<file path="src/rtl/bpe_div.sv">
// three stage divider by multiplication with a precomputed reciprocal
module bpe_div #(
  parameter int NW = 20,
  parameter int DW = 7,
  parameter int SR = 27,
  parameter int PW = 1
) (
  input  logic          clk,
  input  logic          rst,
  input  logic          en,
  input  logic          in_v,
  input  logic [NW-1:0] num,
  input  logic [DW-1:0] den,
  input  logic [SR:0]   recip,
  input  logic [PW-1:0] pay_in,
  output logic          out_v,
  output logic [NW-1:0] quo,
  output logic [DW-1:0] rem,
  output logic [PW-1:0] pay_out
);

  logic             v1, v2;
  logic [NW-1:0]    num1, num2;
  logic [PW-1:0]    pay1, pay2;
  logic [NW+SR:0]   prod1;
  logic [NW-1:0]    q2;
  logic [NW+DW-1:0] qd2;
  logic [NW-1:0]    q0;
  logic [NW-1:0]    r_full;
  logic [DW:0]      r_t;
  logic             r_ge;

  assign q0     = prod1[SR+NW-1:SR];
  assign r_full = num2 - qd2[NW-1:0];
  assign r_t    = r_full[DW:0];
  assign r_ge   = r_t >= {1'b0, den};

  always_ff @(posedge clk) begin
    if (rst) begin
      v1    <= 1'b0;
      v2    <= 1'b0;
      out_v <= 1'b0;
    end else if (en) begin
      v1    <= in_v;
      v2    <= v1;
      out_v <= v2;
    end
  end

  always_ff @(posedge clk) begin
    if (en) begin
      num1    <= num;
      pay1    <= pay_in;
      prod1   <= (NW+SR+1)'(num) * (NW+SR+1)'(recip);
      num2    <= num1;
      pay2    <= pay1;
      q2      <= q0;
      qd2     <= (NW+DW)'(q0) * (NW+DW)'(den);
      pay_out <= pay2;
      if (r_ge) begin
        quo <= q2 + NW'(1);
        rem <= DW'(r_t - {1'b0, den});
      end else begin
        quo <= q2;
        rem <= r_t[DW-1:0];
      end
    end
  end

endmodule

</file>
<file path="config.mk">
export PLATFORM = sky130hd
export DESIGN_NAME = bpe_div
export DESIGN_NICKNAME = d
export VERILOG_FILES = /design/src/rtl/bpe_div.sv
export SDC_FILE = /design/constraint.sdc
export NUM_CORES = 1
export LEC_CHECK = 0
export BUFFER_PORTS_ARGS = -buffer_cell sky130_fd_sc_hd__buf_2
export CORE_MARGIN = 2
export CORE_UTILIZATION = 55
export DETAILED_ROUTE_END_ITERATION = 16
export HOLD_SLACK_MARGIN = 0.02
export PLACE_DENSITY = 0.86
export SLEW_MARGIN = 5
export SYNTH_ARGS = -nofsm -noshare
export SYNTH_HDL_FRONTEND = slang
export SYNTH_SLANG_ARGS = --single-unit
export TNS_END_PERCENT = 5
</file>
<file path="constraint.sdc">
create_clock -name clk -period 6.5 [get_ports clk]
set_clock_uncertainty 0.1 [all_clocks]
set_input_delay 0.325 -clock clk [delete_from_list [all_inputs] [get_ports clk]]
set_output_delay 0.325 -clock clk [all_outputs]
set_load 0.05 [all_outputs]
</file>
==> results of run 1 <==
## repair_timing
item	4_1_cts	5_1_grt
resized for setup	6	43
gates cloned	0	1
pin swaps	1	10
buffers inserted	0	2
setup endpoints to repair	10	15
## sequential cells by signal (all words and copies together) (netlist names), 7 cells and up
register / cells
num1: 8
quo: 20
qd2: 8
rem: 7
prod1: 20
q2: 20
num2: 8
## final timing paths
path | start | to | slack [ns] | cells after the start
worst max-delay path | num[3] | prod1[44] | 0.09 | 23
worst min-delay path | rst | v2 | 0.07 | 2
worst max register to register | num2[0] | quo[18] | 2.59 | 19
worst min register to register | prod1[46] | q2[19] | 0.32 | 0
## worst register-to-register path, cell delays in order, from the launching register on
cell and delay, ns:
edfxtp_1 0.36, inv_1 0.08, ha_1 0.16, inv_1 0.05, fa_1 0.39, nand2_1 0.09
nand2_1 0.07, a21oi_1 0.24, o21bai_1 0.11, a21oi_1 0.19, xnor2_1 0.12, ha_1 0.35
nand4_1 0.10, o21bai_1 0.20, a21oi_1 0.06, and2_1 0.17, mux2i_2 0.14, buf_4 0.31
nand4_1 0.19, xnor2_1 0.17
## layout make-up
type	count	area (µm²)
Tap cell	525	656.9
Sequential cell	97	2883
Inverter	548	2057
Clock buffer	10	229.0
Fill cell	3082	15170
Multi-Input combinational cell	1588	16990
Timing Repair Buffer	244	1788
Clock inverter	6	51.30
## through the flow
step	area [µm²]	TNS, ns	util [%]	hold WS [ns]
floorplan	22300	-0.01120	-	0.2974
global placement	24150	-3.793	60.64	0.3022
detailed placement	24150	-6.760	60.64	0.3045
CTS	24440	0	61.38	0.06500
global route	24650	-0.2966	61.90	0.05431
finish	24650	0	61.90	0.07063
## cell families (layout without fill, tap and decap cells)
| family | count (synthesis) | after routing | synth area share (%) |
|---|---|---|---|
| AND/OR/NAND/NOR | 717 | 717 | 15.87 |
| buffers and inverters | 669 | 808 | 11.32 |
| multiplexers | 6 | 6 | 0.2920 |
| flip-flops | 97 | 97 | 12.94 |
| XOR/XNOR | 71 | 71 | 2.791 |
| AO/OA/AOI/OAI | 138 | 138 | 3.898 |
| adder cells (fa/ha/maj) | 656 | 656 | 52.88 |
## cell usage in the layout, fill, tap and decap left out, types with 7 or more instances in the layout
master / netlist / layout
a21o_1: 17 / 17
a21oi_1: 50 / 48
and2_1: 268 / 268
and3_1: 10 / 10
buf_12: 0 / 7
buf_2: 3 / 67
buf_4: 0 / 155
clkbuf_16: 0 / 10
clkbuf_4: 0 / 9
edfxtp_1: 94 / 94
fa_1: 476 / 476
ha_1: 180 / 178
inv_1: 548 / 548
nand2_1: 355 / 355
nand3_1: 11 / 11
nand4_1: 28 / 28
nor2_1: 22 / 22
nor2b_1: 8 / 8
o21ai_0: 26 / 23
o21bai_1: 8 / 8
xnor2_1: 55 / 55
xor2_1: 16 / 16
## routing by layer
| metal | track usage [%] | wire, µm | vias to the layer above |
|---|---|---|---|
| met5 | 0 | 18 | - |
| met4 | 11.46 | 2155 | 2 |
| met3 | 4.387 | 3522 | 170 |
| met2 | 48.66 | 28400 | 681 |
| met1 | 32.12 | 20110 | 8387 |
| li1 | - | - | 7248 |
==> flow_summary.ini, run 1 <==
[place]
place_ws_ns = -0.5224
placed_cells = 2999
numPortBuffers = 88
dp_hpwl_um = 45320
place.gp.congestion = 0.9434

[routing]
drtPass1Iterations = 9
via_count = 16490
routed_wl_um = 54210
drc = 0
antenna_left = 0
drt-vias-per-instance = 5.463
wl_per_cell_um = 17.96
drtIter0Drc = 978

[cts]
cts_tree = yes
cts_buffers = 9
htree_num_levels = 3
ctsHoldBuffers = 0
cts.path.max_buffers = 2
insertion_delay_ns = 0.35
cts.sinks = 97
clk_pin_slew_ns = 0.07
clock-root-buffer = clkbuf_16

[worst_setup_path]
crit_family = adder cells
crit_top_cell = fa_1
crit_path_end_kind = flip-flop
crit_arrival_ns = 6.41
critPathMaxFanout = 18
startpoint_type = primary input
crit_required_ns = 6.50
cp_cell_sequence = buf_4, buf_4, nand2_1, fa_1, inv_1, fa_1, fa_1, fa_1, fa_1, fa_1, inv_1, fa_1, inv_1, ha_4, nand4_1, buf_4, a211oi_1, o21ai_2, nand4_4, a32oi_2, nor2b_1, o21bai_1, xor2_1
crit_slowest_cell = fa_1
path_buf_inv = 6
worstSetupPathType = in -> reg
max_stage_delay_ns = 0.56

[sta]
fin_ws_ns = 0.08966
maxSlewViolCount = 0
min_period_ns = 6.410
tightest_slew_ns = 1.180
hold_viol = 0
slew_headroom_pct = 21.35
setup_viol_count_final = 0
fin_crit_sh_pct = 98.62
max_freq_ghz = 0.1560

[floorplan]
die_w_um = 205.3
num_io_pins = 89
core_area_um2 = 39820
die_area_um2 = 42130
die_h_um = 205.3
start_util_pct = 55.94
std_cell_rows = 73

[layout]
synthToLayoutAreaGrowth_pct = 10.65
antenna_cells = 0
drive_gt1_share_pct = 11.31
final_nets = 3204
fin_cells = 3018

[synthesis]
synth_area_leaders = fa_1, edfxtp_1, ha_1
synth-seq-cells = 97
synth_area_leader_cell = fa_1
netlist_area_um2 = 22280
avgSynthCellArea_um2 = 9.464
ys_warn_count = 0
syn-num-nets = 3070
yosys.area.top_type_share_pct = 42.77
synth_cell_type_count = 53
synth-edff-count = 94
synth_top_flop_cell = edfxtp_1
async_flop_share_pct = 0
synth.most_common_cell = inv_1
ys_top_cells_by_count = inv_1, fa_1, nand2_1, and2_1, ha_1
yosysSeqAreaShare_pct = 12.94
synth_cells = 2354

[global_routing]
grt_pass1_vias = 18960
grt-ovfl-total = 0
antenna_found_initial = 1
grt_pass1_wl_um = 89560
grt_usage_pct = 27.05
grt_max_degree = 96

[min_path]
holdCritPathClass = in -> reg

[run]
maxCapViolations = 0

[run_status]
status = completed
Power of run 1 is left out: the tool's default activity adds up to more than one toggle a clock period on the data nets, which glitch-free logic cannot reach.
==> inputs of run 2 (changes only) <==
REMOVE_ABC_BUFFERS = 1   (was not set)
==> run 2 against run 1 <==
  * Register-to-register slack worse by 0.63 ns
  * Setup slack better by 0.032 ns
  * Core utilization up 0.43 points
  * Final cell count increased by 0.33%
  * Non-clock buffer count up 10
  * Critical path type unchanged
  * Flip-flop and latch count is the same
  * Highest routed layer is now met4
  * Via count is 0.58% higher
  * Hold slack got worse by 0.0028 ns
==> flow_summary.ini, run 2 (same netlist as run 1, synthesis figures left out) <==
[run_status]
status = completed

[sta]
maxSlewViolCount = 0
whs_ns = 0.06785
slew_headroom_pct = 14.77
hold_viol = 0
min_period_ns = 6.378
tightest_slew_ns = 1.254
max_freq_ghz = 0.1568
setup_viol_count_final = 0
fin_crit_sh_pct = 98.12

[global_routing]
grt_usage_pct = 27.84
met3_usage_pct = 4.355
grt_pass1_wl_um = 92580
grt_max_degree = 95
grt-ovfl-total = 0
grt.busiest_layer = met2
antenna_found_initial = 0
gr-usage-met1_pct = 34.10
grt_pass1_vias = 18800
use_met2_pct = 48.77

[routing]
wl_per_cell_um = 18.35
antenna_left = 0
drt-vias-per-instance = 5.477
via_count = 16580
drtIter0Drc = 1290
routed_wl_um = 55560
drc = 0
drtPass1Iterations = 5

[layout]
drive_gt1_share_pct = 12.03
reg_top3 = prod1 x20, q2 x20, quo x20
synthToLayoutAreaGrowth_pct = 11.41
layout_commonest_cell = inv_1
layout_common_cells = inv_1, fa_1, nand2_1
final_nets = 3214
antenna_cells = 0
fin_cells = 3028

[cts]
insertion_delay_ns = 0.35
htree_num_levels = 3
cts_tree = yes
cts.sinks = 97
clk_pin_slew_ns = 0.07
cts.path.max_buffers = 2
cts_buffers = 9
clock-root-buffer = clkbuf_16

[floorplan]
std_cell_rows = 73
start_util_pct = 55.94
num_io_pins = 89
die_area_um2 = 42130
core_area_um2 = 39820
die_h_um = 205.3
die_w_um = 205.3

[worst_setup_path]
crit_slowest_cell = fa_2
rrSetupSlack_ns = 1.96
path_buf_inv = 6
crit_required_ns = 6.50
crit_top_cell = fa_1
worstSetupPathType = in -> reg
cp_cell_sequence = clkbuf_4, buf_12, and2_1, fa_2, inv_1, fa_2, fa_1, inv_1, fa_1, fa_1, fa_1, inv_1, fa_1, inv_1, ha_1, nand4_1, nor4_4, o311ai_4, nand4_4, a32oi_2, nor2b_1, o21bai_1, xor2_1
startpoint_type = primary input
crit_arrival_ns = 6.38
crit_family = adder cells
rr_worst_depth = 18
timing.rr.end = quo[15]
rr_startpoint = num2[0]
critPathMaxFanout = 8
crit_path_end_kind = flip-flop
max_stage_delay_ns = 0.58

[place]
placed_cells = 3009
dp_hpwl_um = 46270
numPortBuffers = 88
place.gp.congestion = 0.9687

[min_path]
holdPathEnd = v2
holdPathStages = 2
hold_start = rst
holdCritPathClass = in -> reg

[run]
maxCapViolations = 0
[run 2: worst max path at each step]
stage                   start         to  slack (ns)  cells after the start
floorplan              num[8]  prod1[41]        0.38                     21
global placement       num[6]  prod1[44]       -0.31                     23
detailed placement     num[7]  prod1[46]       -0.45                     21
CTS                 recip[11]  prod1[41]        0.03                     22
global route         recip[9]  prod1[44]        -0.1                     22
finish              recip[14]  prod1[44]        0.12                     23
[run 2: timing repair]
action | in CTS | in global routing
hold buffers | 0 | 0
endpoints found under the setup margin | 7 | 15
gates resized for setup | 6 | 76
pin swaps | 0 | 25
buffers inserted | 0 | 3
[run 2: stage by stage]
step	setup TNS (ns)	setup slack (ns)	utilization, %	instance area, µm²
floorplan	0	0.3771	-	21810
global placement	-2.965	-0.3069	60.86	24240
detailed placement	-5.924	-0.4498	60.86	24240
CTS	0	0.02921	61.63	24540
global route	-0.3551	-0.09885	62.33	24820
finish	0	0.1221	62.33	24820
[run 2: layer usage]
layer | vias to the layer above | routed length [µm] | share of wire [%]
li1 | 7260 | - | -
met1 | 8349 | 20660 | 37
met2 | 758 | 28330 | 51
met3 | 216 | 3926 | 7.1
met4 | 0 | 2640 | 4.8
met5 | - | 0 | 0
[run 2: worst register-to-register path: cells and delay by family (launching register included)]
kind / cells / cell delay, ns
AND/OR/NAND/NOR: 5 / 0.66
multiplexers: 1 / 0.96
buffers and inverters: 2 / 0.15
XOR/XNOR: 2 / 0.33
adder cells (fa/ha/maj): 3 / 0.94
flip-flops: 1 / 0.37
AO/OA/AOI/OAI: 5 / 0.78
[run 2: final cells by class]
| class | instances | area [µm²] |
|---|---|---|
| fill | 2966 | 15000 |
| tap | 525 | 656.9 |
| timing repair buffer | 254 | 1907 |
| multi-input combinational | 1588 | 17030 |
| inverter | 548 | 2057 |
| sequential | 97 | 2883 |
| clock buffer | 9 | 225.2 |
| clock inverter | 7 | 62.56 |
Power of run 2 is left out for the same reason.
