$ cat src/rtl/bpe_pkg.sv
// shared constants for the bilinear position embedding index and weight block
package bpe_pkg;

  localparam int POS_W  = 20;
  localparam int IDX_W  = 16;
  localparam int WGT_W  = 17;
  localparam int CFG_W  = 11;
  localparam int CIDX_W = 2;
  localparam int TAB_W  = 9;
  localparam int MRG_W  = 4;
  localparam int MM_W   = 8;

  localparam logic [CIDX_W-1:0] REG_PATCH_ROWS = 2'd0;
  localparam logic [CIDX_W-1:0] REG_PATCH_COLS = 2'd1;
  localparam logic [CIDX_W-1:0] REG_TABLE_SIDE = 2'd2;
  localparam logic [CIDX_W-1:0] REG_MERGE_SIDE = 2'd3;

  localparam logic [CFG_W-1:0] RST_PATCH_ROWS = 11'd16;
  localparam logic [CFG_W-1:0] RST_PATCH_COLS = 11'd16;
  localparam logic [TAB_W-1:0] RST_TABLE_SIDE = 9'd48;
  localparam logic [MRG_W-1:0] RST_MERGE_SIDE = 4'd2;

endpackage

$ cat src/rtl/bpe_cfg.sv
// configuration registers and serial precompute sequencer for block counts, reciprocals and total
module bpe_cfg #(
  parameter int MAX_SIDE = 1024,
  parameter int SW  = 11,
  parameter int SR  = 27,
  parameter int TW  = 29
) (
  input  logic                      clk,
  input  logic                      rst,
  input  logic                      cfg_we,
  input  logic [bpe_pkg::CIDX_W-1:0] cfg_index,
  input  logic [bpe_pkg::CFG_W-1:0]  cfg_data,
  output logic [SW-1:0]             rows,
  output logic [SW-1:0]             cols,
  output logic [bpe_pkg::MRG_W-1:0] msz,
  output logic [bpe_pkg::MM_W-1:0]  mm,
  output logic [bpe_pkg::TAB_W-1:0] side,
  output logic [bpe_pkg::TAB_W-1:0] span,
  output logic [SW-1:0]             den_r,
  output logic [SW-1:0]             den_c,
  output logic [SW-1:0]             wb,
  output logic [TW-1:0]             total,
  output logic [SR:0]               rcp_mm,
  output logic [SR:0]               rcp_wb,
  output logic [SR:0]               rcp_m,
  output logic [SR:0]               rcp_r,
  output logic [SR:0]               rcp_c,
  output logic                      busy
);

  localparam int DVW = (SW > bpe_pkg::MM_W) ? SW : bpe_pkg::MM_W;
  localparam int CW  = $clog2(SR + 2);

  localparam logic [3:0] ST_HB   = 4'd0;
  localparam logic [3:0] ST_WB   = 4'd1;
  localparam logic [3:0] ST_RMM  = 4'd2;
  localparam logic [3:0] ST_RWB  = 4'd3;
  localparam logic [3:0] ST_RM   = 4'd4;
  localparam logic [3:0] ST_RR   = 4'd5;
  localparam logic [3:0] ST_RC   = 4'd6;
  localparam logic [3:0] ST_MUL1 = 4'd7;
  localparam logic [3:0] ST_MUL2 = 4'd8;

  logic [bpe_pkg::CFG_W-1:0] rows_reg, cols_reg;
  logic [bpe_pkg::TAB_W-1:0] side_reg;
  logic [bpe_pkg::MRG_W-1:0] msz_reg;

  logic [3:0]     step;
  logic           ld;
  logic [CW-1:0]  cnt;
  logic [SR:0]    dvd, dvd_next, dividend, q_res;
  logic [DVW-1:0] dvs, rem, rem_next;
  logic [DVW:0]   t;
  logic           ge;
  logic [SW-1:0]  hb;
  logic [2*SW-1:0] hw;

  assign rows  = (32'(rows_reg) > 32'(MAX_SIDE)) ? SW'(MAX_SIDE) : SW'(rows_reg);
  assign cols  = (32'(cols_reg) > 32'(MAX_SIDE)) ? SW'(MAX_SIDE) : SW'(cols_reg);
  assign msz   = (msz_reg == '0) ? bpe_pkg::MRG_W'(1) : msz_reg;
  assign mm    = bpe_pkg::MM_W'(bpe_pkg::MM_W'(msz) * bpe_pkg::MM_W'(msz));
  assign side  = (side_reg == '0) ? bpe_pkg::TAB_W'(1) : side_reg;
  assign span  = side - bpe_pkg::TAB_W'(1);
  assign den_r = rows - SW'(1);
  assign den_c = cols - SW'(1);

  always_comb begin
    dividend = {1'b1, {SR{1'b0}}};
    dvs      = '0;
    case (step)
      ST_HB: begin
        dividend = (SR+1)'(rows);
        dvs      = DVW'(msz);
      end
      ST_WB: begin
        dividend = (SR+1)'(cols);
        dvs      = DVW'(msz);
      end
      ST_RMM: dvs = DVW'(mm);
      ST_RWB: dvs = DVW'(wb);
      ST_RM:  dvs = DVW'(msz);
      ST_RR:  dvs = (rows <= SW'(1)) ? '0 : DVW'(den_r);
      ST_RC:  dvs = (cols <= SW'(1)) ? '0 : DVW'(den_c);
      default: dvs = '0;
    endcase
  end

  assign t        = {rem, dvd[SR]};
  assign ge       = t >= {1'b0, dvs};
  assign rem_next = ge ? DVW'(t - {1'b0, dvs}) : t[DVW-1:0];
  assign dvd_next = {dvd[SR-1:0], ge};
  assign q_res    = (dvs == '0) ? '0 : dvd_next;

  always_ff @(posedge clk) begin
    if (rst) begin
      rows_reg <= bpe_pkg::RST_PATCH_ROWS;
      cols_reg <= bpe_pkg::RST_PATCH_COLS;
      side_reg <= bpe_pkg::RST_TABLE_SIDE;
      msz_reg  <= bpe_pkg::RST_MERGE_SIDE;
      busy     <= 1'b1;
      step     <= ST_HB;
      ld       <= 1'b1;
      cnt      <= '0;
    end else if (cfg_we) begin
      case (cfg_index)
        bpe_pkg::REG_PATCH_ROWS: rows_reg <= cfg_data;
        bpe_pkg::REG_PATCH_COLS: cols_reg <= cfg_data;
        bpe_pkg::REG_TABLE_SIDE: side_reg <= cfg_data[bpe_pkg::TAB_W-1:0];
        bpe_pkg::REG_MERGE_SIDE: msz_reg  <= cfg_data[bpe_pkg::MRG_W-1:0];
        default: ;
      endcase
      busy <= 1'b1;
      step <= ST_HB;
      ld   <= 1'b1;
      cnt  <= '0;
    end else if (busy) begin
      if (step == ST_MUL1) begin
        step <= ST_MUL2;
      end else if (step == ST_MUL2) begin
        busy <= 1'b0;
      end else if (ld) begin
        ld  <= 1'b0;
        cnt <= '0;
      end else if (cnt == CW'(SR)) begin
        ld   <= 1'b1;
        step <= step + 4'd1;
      end else begin
        cnt <= cnt + CW'(1);
      end
    end
  end

  always_ff @(posedge clk) begin
    if (busy && ld) begin
      dvd <= dividend;
      rem <= '0;
    end else if (busy) begin
      dvd <= dvd_next;
      rem <= rem_next;
    end
    if (busy && step == ST_MUL1) hw <= (2*SW)'(hb) * (2*SW)'(wb);
    if (busy && step == ST_MUL2) total <= TW'(hw) * TW'(mm);
    if (busy && !ld && cnt == CW'(SR)) begin
      case (step)
        ST_HB:  hb     <= SW'(q_res);
        ST_WB:  wb     <= SW'(q_res);
        ST_RMM: rcp_mm <= q_res;
        ST_RWB: rcp_wb <= q_res;
        ST_RM:  rcp_m  <= q_res;
        ST_RR:  rcp_r  <= q_res;
        ST_RC:  rcp_c  <= q_res;
        default: ;
      endcase
    end
  end

endmodule

$ cat config.mk
export PLATFORM = sky130hd
export DESIGN_NAME = bpe_cfg
export DESIGN_NICKNAME = d
export VERILOG_FILES = /design/src/rtl/bpe_pkg.sv /design/src/rtl/bpe_cfg.sv
export SDC_FILE = /design/constraint.sdc
export NUM_CORES = 1
export LEC_CHECK = 0
export ABC_AREA = 1
export ABC_CLOCK_PERIOD_IN_PS = 17100
export BUFFER_PORTS_ARGS = -buffer_cell sky130_fd_sc_hd__buf_2
export CAP_MARGIN = 0
export CORE_AREA = 3 3 242 197
export CTS_BUF_LIST = sky130_fd_sc_hd__clkbuf_8
export DETAILED_ROUTE_END_ITERATION = 10
export DIE_AREA = 0 0 245 200
export MAX_ROUTING_LAYER = met4
export PLACE_DENSITY = 0.66
export SLEW_MARGIN = 20
export SYNTH_ARGS = -nofsm -noshare
export SYNTH_HDL_FRONTEND = slang
export SYNTH_SLANG_ARGS = --single-unit
$ cat constraint.sdc
create_clock -name clk -period 17.1 [get_ports clk]
set_input_delay 1.71 -clock clk [delete_from_list [all_inputs] [get_ports clk]]
set_output_delay 1.71 -clock clk [all_outputs]
set_load 0.05 [all_outputs]
==> results of run 1 <==
## per-layer routing
| metal | up-vias | GRT usage |
|---|---|---|
| li1 | 7654 | - |
| met1 | 8040 | 0.312 |
| met2 | 504 | 0.375 |
| met3 | 92 | 0.0435 |
| met4 | 0 | 0.0605 |
| met5 | - | - |
## metrics by stage
step	hold WS (ps)	setup slack (ps)
2_1_floorplan	446	10800
3_3_place_gp	464	10190
3_5_place_dp	465	9910
4_1_cts	476	9810
5_1_grt	510	9200
6_report	480	9720
## report_power, final
| group | leakage (nW) | switching (mW) | internal, mW |
|---|---|---|---|
| Clock | 0.511 | 0.301 | 0.283 |
| Combinational | 8.48 | 0.308 | 0.136 |
| Sequential | 2.61 | 0.0134 | 0.810 |
| Total | 11.6 | 0.623 | 1.23 |
## kinds of logic after synthesis
kind of cell             count (synthesis)
other                                    1
AO/OA/AOI/OAI                          272
adder cells (fa/ha/maj)                326
AND/OR/NAND/NOR                        727
buffers and inverters                  579
XOR/XNOR                                66
flip-flops                             298
## tightest hold or removal path, stage by stage (launching register included)
cell and delay [ps]:
dfxtp_1 330, nand2_1 70, nand2_1 50
## final timing paths
check	end	slack [ps]
worst max register to register	total[24]	9720
worst min-delay path	rem[9]	480
worst max-delay path	total[24]	9720
worst min register to register	rem[9]	480
## placed cells by master, fill, tap and decap left out, types with 6 or more instances in the layout
cell / Yosys / layout
a21oi_1: 95 / 95
a21oi_2: 20 / 20
buf_2: 0 / 269
buf_4: 2 / 12
clkbuf_8: 0 / 48
clkinv_1: 5 / 17
clkinv_2: 0 / 7
dfxtp_1: 57 / 57
edfxtp_1: 241 / 241
fa_1: 179 / 179
ha_1: 147 / 147
inv_1: 500 / 516
inv_2: 6 / 6
nand2_1: 379 / 379
nand2_2: 8 / 8
nand3_1: 55 / 55
nand4_1: 18 / 18
nor2_1: 225 / 220
nor2_2: 10 / 14
nor3_1: 12 / 11
o211ai_1: 6 / 6
o21ai_0: 95 / 95
o21ai_1: 6 / 6
o22ai_1: 15 / 15
xnor2_1: 22 / 22
xor2_1: 43 / 43
## cell type report
type	instances	share of cell area
Timing Repair Buffer	281	0.0597
Inverter	511	0.0798
Clock inverter	40	0.00921
Clock buffer	48	0.0275
Multi-Input combinational cell	1392	0.444
Tap cell	612	0.0318
Sequential cell	298	0.348
==> summary.md, run 1 <==
| Metric | Value |
|---|---|
| DP Wirelength | `around 43000 um` |
| # hold bufs at CTS | `0` |
| Core area | `about 0.045 mm2` |
| #FFs+latches synth | `approximately 300` |
| DRC violations left | `0` |
| Syn nets | `approximately 2600` |
| FP Rows | `70` |
| Slowest-stage cell, CP | `fa_1` |
| Post-Place Cell Area | `0.0232 mm2` |
| Final Critical Period | `7380 ps` |
| Leakage | `between 10 and 15 nW` |
| Top_reg_cell synth | `edfxtp_1` |
| Biggest register | `total` |
| Number of global-route vias before repair | `about 16000` |
| Synth Area in XOR/XNOR | `0.0276` |
| Num CTS Buffers | `48` |
| Final Util | `0.529` |
| # setup viols final | `0` |
| Power Total | `1.85 mW` |
| Max FFs per register | `29` |
| Worst-Skew Late Latency | `640 ps` |
| Postcts setup bufs | `0` |
| Compound-gate portion of the synthesized area | `0.0749` |
| Critical Path Stages | `26` |
| Total grt overflow | `0` |
| Placed insts | `3094` |
| Share of post-route cells with drive strength above 1 | `0.159` |
| Post-synth top cells | `inv_1, nand2_1, edfxtp_1` |
| Yosys cell types | `55` |
| Fin area | `0.0240 mm2` |
| Mean Syn Cell Area | `about 9.4 um2` |
| Crit path from | `msz_reg[2]` |
| Total wire length | `55600 um` |
| Final hold vios | `0` |
| WL met3 | `between 3000 and 4000 um` |
| Total clock sinks | `298` |
| DR top layer | `met4` |
| Footprint of the multi-input gates | `between 0.01 and 0.015 mm2` |
| Critical path capture point type | `register` |
| Post-synthesis adder-cell area fraction | `0.255` |
| Final period util | `0.432` |
| Post-synthesis async set-or-reset flop share | `0` |
| Area share of and/or/nand/nor cells after synthesis | `0.142` |
| Top cell type's share of synthesized area | `0.341` |
| Avg WL per Cell | `between 15 and 20 um` |
| Post-CTS sizing | `0` |
| Post-Synthesis Cells | `~2300` |
| Unrepaired setup endpoints after global routing | `false` |
| Reg2Reg Depth | `26` |
| Slowest stage delay, CP | `about 540 ps` |
| Worst Path Buf+Inv | `3` |
| Die width | `245 um` |
| Routed vias/inst | `between 5 and 6` |
| GRT Resource Usage Total | `0.235` |
| Initial antenna violation count | `0` |
| Maximum VDD drop | `slightly below 90 uV` |
| Met2 routed WL | `~26000 um` |
| First-pass GRT wire length | `roughly 88000 um` |
| Hold Path Class | `reg2reg` |
| # IOs | `271` |
| 1st-iter DRT viols | `around 1200` |
| CP arrival | `a little under 8000 ps` |
| Sequential Area | `0.00838 mm2` |
| Ys Warns | `0` |
| Die Ht | `200 um` |
| Max Cap Violations | `0` |
| Achievable Freq | `between 0.1 and 0.15 GHz` |
| Router iterations before antenna repair | `5` |
| Relative slew margins | `0.295` |
| Root Driver | `clkbuf_8` |
| Synthesized area | `around 0.021 mm2` |
| WP data required | `17470 ps` |
| Sequential fraction of the synthesis area | `0.394` |
| Total die area | `approximately 0.05 mm2` |
| Largest family of logic cells by synthesized area | `adder cells` |
| Post-synth EDFFs | `between 200 and 250` |
| Worst-path clk slew | `70 ps` |
| Vias post-DR | `16300` |
| H-tree depth | `2` |
| Synth top area cells | `edfxtp_1, fa_1, inv_1, ha_1, nand2_1` |
| Hold Crit Start | `rem[9]` |
| Final non-filler cell total | `3182` |
| CP Launch Type | `register` |
| Clock tree buffer depth | `3` |
| Delay-heaviest family, CP | `adder cells` |
| Least-Margin Pin Slew | `roughly 1000 ps` |
| Port Buf Inserts | `roughly 270` |
| GP Congestion | `slightly above 0.9` |
| Critical path peak fanout | `17` |
| Most frequent cell after synthesis | `inv_1` |
| Max Slew Vio Count | `0` |
| TNS Setup | `0 ps` |
| Initial Utilization | `0.468` |
| Most used cell, CP | `nand2_1` |
| Area leader, netlist | `edfxtp_1` |
| Antenna Violating Nets Remaining | `0` |
| Fill cells | `between 4000 and 5000` |
| Post-route clock skew | `approximately 47 ps` |
| Largest net degree at the start of global routing | `44` |
| Antenna diodes | `0` |
| Mux cell area share after synthesis | `0` |
| Crit Path Class | `reg2reg` |
| CTS tree | `done` |
| Nets | `2874` |
| Area Overhead vs Synth | `13.2%` |
| PwrDens | `77.0 mW/mm2` |
| Routed metal-1 wire length | `~24000 um` |
| Worst r2r src | `msz_reg[2]` |
| Hold path cells | `2` |
| Status | `finished, final reports clean` |
(Power assumes the default switching activity.)
==> run 2: changes to the inputs <==
--- a/config.mk
+++ b/config.mk
@@ -6,7 +6,7 @@
 export NUM_CORES = 1
 export LEC_CHECK = 0
 export ABC_AREA = 1
-export ABC_CLOCK_PERIOD_IN_PS = 17100
+export ABC_CLOCK_PERIOD_IN_PS = 7500
 export BUFFER_PORTS_ARGS = -buffer_cell sky130_fd_sc_hd__buf_2
 export CAP_MARGIN = 0
 export CORE_AREA = 3 3 242 197
==> constraint.sdc (replaced) <==
create_clock -name clk -period 7.5 [get_ports clk]
set_input_delay 0.75 -clock clk [delete_from_list [all_inputs] [get_ports clk]]
set_output_delay 0.75 -clock clk [all_outputs]
set_load 0.05 [all_outputs]
==> summary.md, run 2 (same netlist as run 1, synthesis figures left out) <==
| Metric | Value |
|---|---|
| Status | `finished, final reports clean (unchanged)` |
| Hold Path Class | `in2reg (was reg2reg)` |
| Slowest stage delay, CP | `560 ps (was 540 ps)` |
| Worst-Skew Late Latency | `630 ps (was 640 ps)` |
| Root Driver | `clkbuf_8 (unchanged)` |
| Maximum VDD drop | `157 uV (was 86.4 uV)` |
| Achievable Freq | `0.142 GHz (was 0.135 GHz)` |
| Critical path capture point type | `register (unchanged)` |
| Final hold vios | `0 (unchanged)` |
| Vias post-DR | `16300 (about the same)` |
| Postcts setup bufs | `0 (unchanged)` |
| Number of global-route vias before repair | `16200 (was 16400)` |
| FP Rows | `70 (unchanged)` |
| Most frequent cells in the layout | `inv_1, nand2_1, buf_2 (unchanged)` |
| Crit path from | `msz_reg[2] (unchanged)` |
| Unrepaired setup endpoints after global routing | `false (unchanged)` |
| Hold path cells | `2 (unchanged)` |
| GRT Resource Usage Total | `0.235 (about the same)` |
| TNS Setup | `0 ps (unchanged)` |
| Switching share of total power | `0.326 (was 0.336)` |
| Worst-path clk slew | `70 ps (about the same)` |
| Max FFs per register | `29 (unchanged)` |
| Total die area | `0.0490 mm2 (unchanged)` |
| Num CTS Buffers | `47 (was 48)` |
| PwrDens | `179 mW/mm2 (was 77.0 mW/mm2)` |
| DP Wirelength | `43000 um (was 43100 um)` |
| 1st-iter DRT viols | `1242 (was 1226)` |
| # hold bufs at CTS | `0 (unchanged)` |
| Power Total | `4.31 mW (was 1.85 mW)` |
| Total clock sinks | `298 (unchanged)` |
| CTS tree | `done (unchanged)` |
| Slowest-stage cell, CP | `a21boi_0 (was fa_1)` |
| # IOs | `271 (unchanged)` |
| Biggest register | `total (unchanged)` |
| Hold Crit Start | `rst (was rem[9])` |
| Delay-heaviest family, CP | `adder cells (unchanged)` |
| Least-Margin Pin Slew | `1030 ps (was 1040 ps)` |
| Reg2Reg Depth | `26 (unchanged)` |
| Worst r2r src | `msz_reg[2] (unchanged)` |
| CP arrival | `7440 ps (was 7760 ps)` |
| Most used cell, CP | `nand2_1 (unchanged)` |
| Critical Path Stages | `26 (unchanged)` |
| Die width | `245 um (unchanged)` |
| Total grt overflow | `0 (unchanged)` |
| Initial antenna violation count | `0 (unchanged)` |
| Port Buf Inserts | `269 (unchanged)` |
| Core area | `0.0455 mm2 (unchanged)` |
| Clock tree buffer depth | `3 (unchanged)` |
| Psw | `1.41 mW (was 623 uW)` |
| Total wire length | `55700 um (was 55600 um)` |
| CP Launch Type | `register (unchanged)` |
| Initial Utilization | `0.468 (unchanged)` |
| First-pass GRT wire length | `87900 um (was 87800 um)` |
| Worst Path Buf+Inv | `4 (was 3)` |
| Sequential Power Share | `0.436 (was 0.445)` |
| Post-route clock skew | `49.2 ps (was 46.5 ps)` |
| Max Slew Vio Count | `0 (unchanged)` |
| Die Ht | `200 um (unchanged)` |
| Post-CTS sizing | `0 (unchanged)` |
| Router iterations before antenna repair | `5 (unchanged)` |
| Antenna diodes | `0 (unchanged)` |
| Relative slew margins | `0.304 (was 0.295)` |
| Area Overhead vs Synth | `13.6% (was 13.2%)` |
| Clock power frac | `0.329 (was 0.315)` |
| Gate power share | `0.235 (was 0.240)` |
| WP data required | `7890 ps (was 17470 ps)` |
| Final Critical Period | `7060 ps (was 7380 ps)` |
| H-tree depth | `2 (unchanged)` |
| Antenna Violating Nets Remaining | `0 (unchanged)` |
| Crit Path Class | `reg2reg (unchanged)` |
| DRC violations left | `0 (unchanged)` |
| Int Power | `2.90 mW (was 1.23 mW)` |
| Share of post-route cells with drive strength above 1 | `0.161 (was 0.159)` |
| Commonest non-fill, non-tap cell in the layout | `inv_1 (unchanged)` |
| Leakage | `11.6 nW (about the same)` |
| Avg WL per Cell | `17.5 um (about the same)` |
| Largest net degree at the start of global routing | `44 (unchanged)` |
| Final period util | `0.941 (was 0.432)` |
| GP Congestion | `0.909 (was 0.931)` |
| Nets | `2875 (was 2874)` |
| Critical path peak fanout | `17 (unchanged)` |
| Routed vias/inst | `5.11 (was 5.12)` |
| # setup viols final | `0 (unchanged)` |
| Max Cap Violations | `0 (unchanged)` |
==> run 2: changes by cell type in the layout (fill, tap and decap cells not counted) <==
| cell | previous run | this run |
|---|---|---|
| buf_4 | 12 | 14 |
| clkinv_2 | 7 | 2 |
| clkinv_4 | 0 | 1 |
| bufinv_16 | 1 | 2 |
| clkinvlp_4 | 1 | 0 |
| clkbuf_8 | 48 | 55 |
| clkinv_8 | 0 | 1 |
| inv_1 | 516 | 512 |
| inv_8 | 1 | 0 |
| clkinv_1 | 17 | 13 |
==> run 2: metrics by stage <==
step / hold WS (ps) / area, um2 / instances / util / setup slack, ps
3_3_place_gp: 464 / 23200 / 3096 / 0.510 / 829
5_1_grt: 318 / 24100 / 3179 / 0.531 / 97.0
4_1_cts: 291 / 24100 / 3179 / 0.531 / 548
2_1_floorplan: 446 / 21300 / 2269 / - / 1200
6_report: 347 / 24100 / 3179 / 0.531 / 441
3_5_place_dp: 464 / 23200 / 3096 / 0.510 / 561
==> run 2: worst paths after layout <==
path,slack (ps),to
worst max-delay path,440,total[24]
worst min-delay path,350,msz_reg[0]
worst max register to register,440,total[24]
worst min register to register,480,rem[9]
==> run 2: layout make-up <==
class,instances,area [um2]
tap,612,766
fill,4135,21300
sequential,298,8380
inverter,511,1920
timing repair buffer,283,1450
clock inverter,28,203
clock buffer,55,757
multi-input combinational,1392,10700
==> run 2: per-layer routing <==
metal  global-route usage  wire length [um]  vias up
met5                    -                 0        -
met4               0.0522              1020        0
met3               0.0406              3640       78
met2                0.377             26800      543
met1                0.316             24200     7978
li1                     -                 -     7660
==> run 2: worst register-to-register path, cell delays in order (launching register included) <==
cell      delay, ps
dfxtp_1         460
inv_1           150
nor2_1          120
ha_1            270
nand2_1          90
o21ai_0         100
or2_2           290
nand2_1          60
buf_4           230
clkinv_1        330
nand2_1         170
fa_1            440
fa_1            520
fa_1            530
fa_1            540
inv_1            40
ha_1            360
a21oi_1         170
nand2_1         100
a21boi_0        560
o21ai_0         320
a21oi_1         260
o21ai_0         190
a21oi_1         300
o21ai_0         130
nand2_1          70
nand2_1          50
==> run 2: power groups by stage <==
stage / clock [mW] / combinational (mW) / sequential, mW
after global routing: 1.53 / 1.14 / 1.88
after global placement: 0 / 0.990 / 1.91
after CTS: 1.46 / 1.00 / 1.88
after detailed placement: 0 / 1.00 / 1.91
after floorplan: 0 / 0.763 / 1.90
final: 1.42 / 1.01 / 1.88
==> run 3: changes to the inputs <==
--- a/config.mk
+++ b/config.mk
@@ -7,14 +7,13 @@
 export LEC_CHECK = 0
 export ABC_AREA = 1
 export ABC_CLOCK_PERIOD_IN_PS = 7500
-export BUFFER_PORTS_ARGS = -buffer_cell sky130_fd_sc_hd__buf_2
 export CAP_MARGIN = 0
 export CORE_AREA = 3 3 242 197
 export CTS_BUF_LIST = sky130_fd_sc_hd__clkbuf_8
 export DETAILED_ROUTE_END_ITERATION = 10
 export DIE_AREA = 0 0 245 200
+export DONT_BUFFER_PORTS = 1
 export MAX_ROUTING_LAYER = met4
-export PLACE_DENSITY = 0.66
 export SLEW_MARGIN = 20
 export SYNTH_ARGS = -nofsm -noshare
 export SYNTH_HDL_FRONTEND = slang
==> summary.md, run 3 (same netlist as run 1, synthesis figures left out) <==
| Metric | Value |
|---|---|
| Hold Crit Start | `rst (unchanged)` |
| Total grt overflow | `0 (unchanged)` |
| Fill cells | `4243 (was 4135)` |
| Total die area | `0.0490 mm2 (unchanged)` |
| Final Util | `0.506 (was 0.531)` |
| Total clock sinks | `298 (unchanged)` |
| Clock tree buffer depth | `3 (unchanged)` |
| Routed vias/inst | `5.18 (was 5.11)` |
| Hold Path Sink | `msz_reg[0] (unchanged)` |
| CP Launch Type | `register (unchanged)` |
| Placed insts | `2851 (was 3096)` |
| Final Critical Period | `6760 ps (was 7060 ps)` |
| Achievable Freq | `0.148 GHz (was 0.142 GHz)` |
| Num CTS Buffers | `49 (was 47)` |
| Max Cap Violations | `0 (unchanged)` |
| TNS Setup | `0 ps (unchanged)` |
| Most frequent cells in the layout | `inv_1, nand2_1, edfxtp_1 (was inv_1, nand2_1, buf_2)` |
| Maximum VDD drop | `156 uV (was 157 uV)` |
| Reg2Reg Depth | `22 (was 26)` |
| Post-CTS sizing | `0 (unchanged)` |
| Crit path from | `msz_reg[2] (unchanged)` |
| Hold Path Class | `in2reg (unchanged)` |
| Commonest non-fill, non-tap cell in the layout | `inv_1 (unchanged)` |
| Number of global-route vias before repair | `15400 (was 16200)` |
| Avg WL per Cell | `19.0 um (was 17.5 um)` |
| CP arrival | `7120 ps (was 7440 ps)` |
| Largest net degree at the start of global routing | `44 (unchanged)` |
| Total wire length | `55800 um (was 55700 um)` |
| Antenna diodes | `0 (unchanged)` |
| WP data required | `7870 ps (was 7890 ps)` |
| Critical path capture point type | `register (unchanged)` |
| Core area | `0.0455 mm2 (unchanged)` |
| # IOs | `271 (unchanged)` |
| First-pass GRT wire length | `87400 um (was 87900 um)` |
| Final non-filler cell total | `2942 (was 3179)` |
| FP Rows | `70 (unchanged)` |
| DP Wirelength | `43300 um (was 43000 um)` |
| Max Slew Vio Count | `0 (unchanged)` |
| Unrepaired setup endpoints after global routing | `false (unchanged)` |
| R2R Setup Slk | `740 ps (was 440 ps)` |
| Postcts setup bufs | `0 (unchanged)` |
| Worst r2r src | `msz_reg[2] (unchanged)` |
| Relative slew margins | `0.204 (was 0.304)` |
| Initial antenna violation count | `0 (unchanged)` |
| Root Driver | `clkbuf_8 (unchanged)` |
| Leakage | `10.8 nW (was 11.6 nW)` |
| 1st-iter DRT viols | `1197 (was 1242)` |
| Worst-path clk slew | `60 ps (was 70 ps)` |
| Final hold vios | `0 (unchanged)` |
| DRC violations left | `0 (unchanged)` |
| Status | `finished, final reports clean (unchanged)` |
| Die width | `245 um (unchanged)` |
| Nets | `2632 (was 2875)` |
| GRT Resource Usage Total | `0.236 (was 0.235)` |
| Max FFs per register | `29 (unchanged)` |
| Router iterations before antenna repair | `5 (unchanged)` |
| Die Ht | `200 um (unchanged)` |
| GP Congestion | `0.942 (was 0.909)` |
| Critical path peak fanout | `15 (was 17)` |
| # hold bufs at CTS | `0 (unchanged)` |
| Final period util | `0.901 (was 0.941)` |
| Final hold slack | `189 ps (was 347 ps)` |
| Biggest register | `total (unchanged)` |
| Share of post-route cells with drive strength above 1 | `0.0781 (was 0.161)` |
| Footprint of the multi-input gates | `0.0107 mm2 (about the same)` |
| Vias post-DR | `15300 (was 16300)` |
| PwrDens | `188 mW/mm2 (was 179 mW/mm2)` |
| Port Buf Inserts | `0 (was 269)` |
| Least-Margin Pin Slew | `1190 ps (was 1030 ps)` |
| Sequential Area | `0.00838 mm2 (about the same)` |
| H-tree depth | `2 (unchanged)` |
| Antenna Violating Nets Remaining | `0 (unchanged)` |
| Area Overhead vs Synth | `8.28% (was 13.6%)` |
| Worst-Skew Late Latency | `630 ps (about the same)` |
| CTS tree | `done (unchanged)` |
| Post-route clock skew | `49.8 ps (was 49.2 ps)` |
| Reg-to-reg critical path endpoint | `total[28] (was total[24])` |
| Crit Path Class | `reg2reg (unchanged)` |
| Initial Utilization | `0.468 (unchanged)` |
| Hold path cells | `1 (was 2)` |
| # setup viols final | `0 (unchanged)` |
run 3: cell types whose count changed in the layout (fill, tap and decap cells not counted), sizes merged:
cell / previous run / this run
buf: 283 / 38
clkinv: 17 / 29
clkbuf: 55 / 51
inv: 520 / 517
clkinvlp: 0 / 2
bufinv: 2 / 3
run 3: how the worst max path moves through the flow:
| stage | end | slack [ps] | depth (start not counted) |
|---|---|---|---|
| 6_report | total[28] | 740 | 22 |
| 2_1_floorplan | total[24] | 1200 | 26 |
| 3_5_place_dp | total[28] | 850 | 22 |
| 5_1_grt | total[24] | 260 | 28 |
| 3_3_place_gp | total[28] | 1020 | 23 |
| 4_1_cts | total[28] | 840 | 22 |
run 3: metal layers:
| layer | vias up | wire length [um] | GRT usage | part of all wire |
|---|---|---|---|---|
| met3 | 90 | 4130 | 0.0542 | 0.074 |
| met5 | - | 0 | - | 0 |
| li1 | 7176 | - | - | - |
| met4 | 0 | 1380 | 0.0610 | 0.025 |
| met2 | 464 | 26100 | 0.365 | 0.47 |
| met1 | 7523 | 24200 | 0.316 | 0.43 |
run 3: area by class of cell:
class | instances | area share
flip-flops and latches | 298 | 0.364
well taps | 612 | 0.0333
inverters | 511 | 0.0834
multi-input cells | 1392 | 0.464
clock inverters | 40 | 0.0124
repair buffers | 38 | 0.0124
clock buffers | 51 | 0.0305
run 3: per-stage QoR:
stage / setup WS, ps / cell area [um2] / total power, mW
after floorplan: 1200 / 21300 / 2.66
after global placement: 1020 / 22000 / 2.91
after detailed placement: 854 / 22000 / 2.92
after CTS: 844 / 23000 / 4.37
after global routing: 263 / 23000 / 4.58
final: 745 / 23000 / 4.33
run 3: critical path, cell delays in order, from the launching register on:
cell and delay, ps:
dfxtp_1 460, inv_1 140, nor2_1 120, ha_1 270
nand2_1 100, inv_1 50, nor2_2 450, inv_1 480
nor2_1 260, fa_1 420, inv_1 90, fa_1 440
fa_1 550, inv_1 50, fa_1 470, ha_1 360
nand2_1 110, nor4_1 740, nand2_1 100, o211ai_1 500
nand3_1 130, nand2_1 110, xnor2_1 80
run 3: report_power, final:
| part | internal [mW] | switching, mW | total (mW) |
|---|---|---|---|
| logic | 0.312 | 0.692 | 1.00 |
| clock network | 0.750 | 0.690 | 1.44 |
| registers | 1.85 | 0.0401 | 1.89 |
| total | 2.91 | 1.42 | 4.33 |
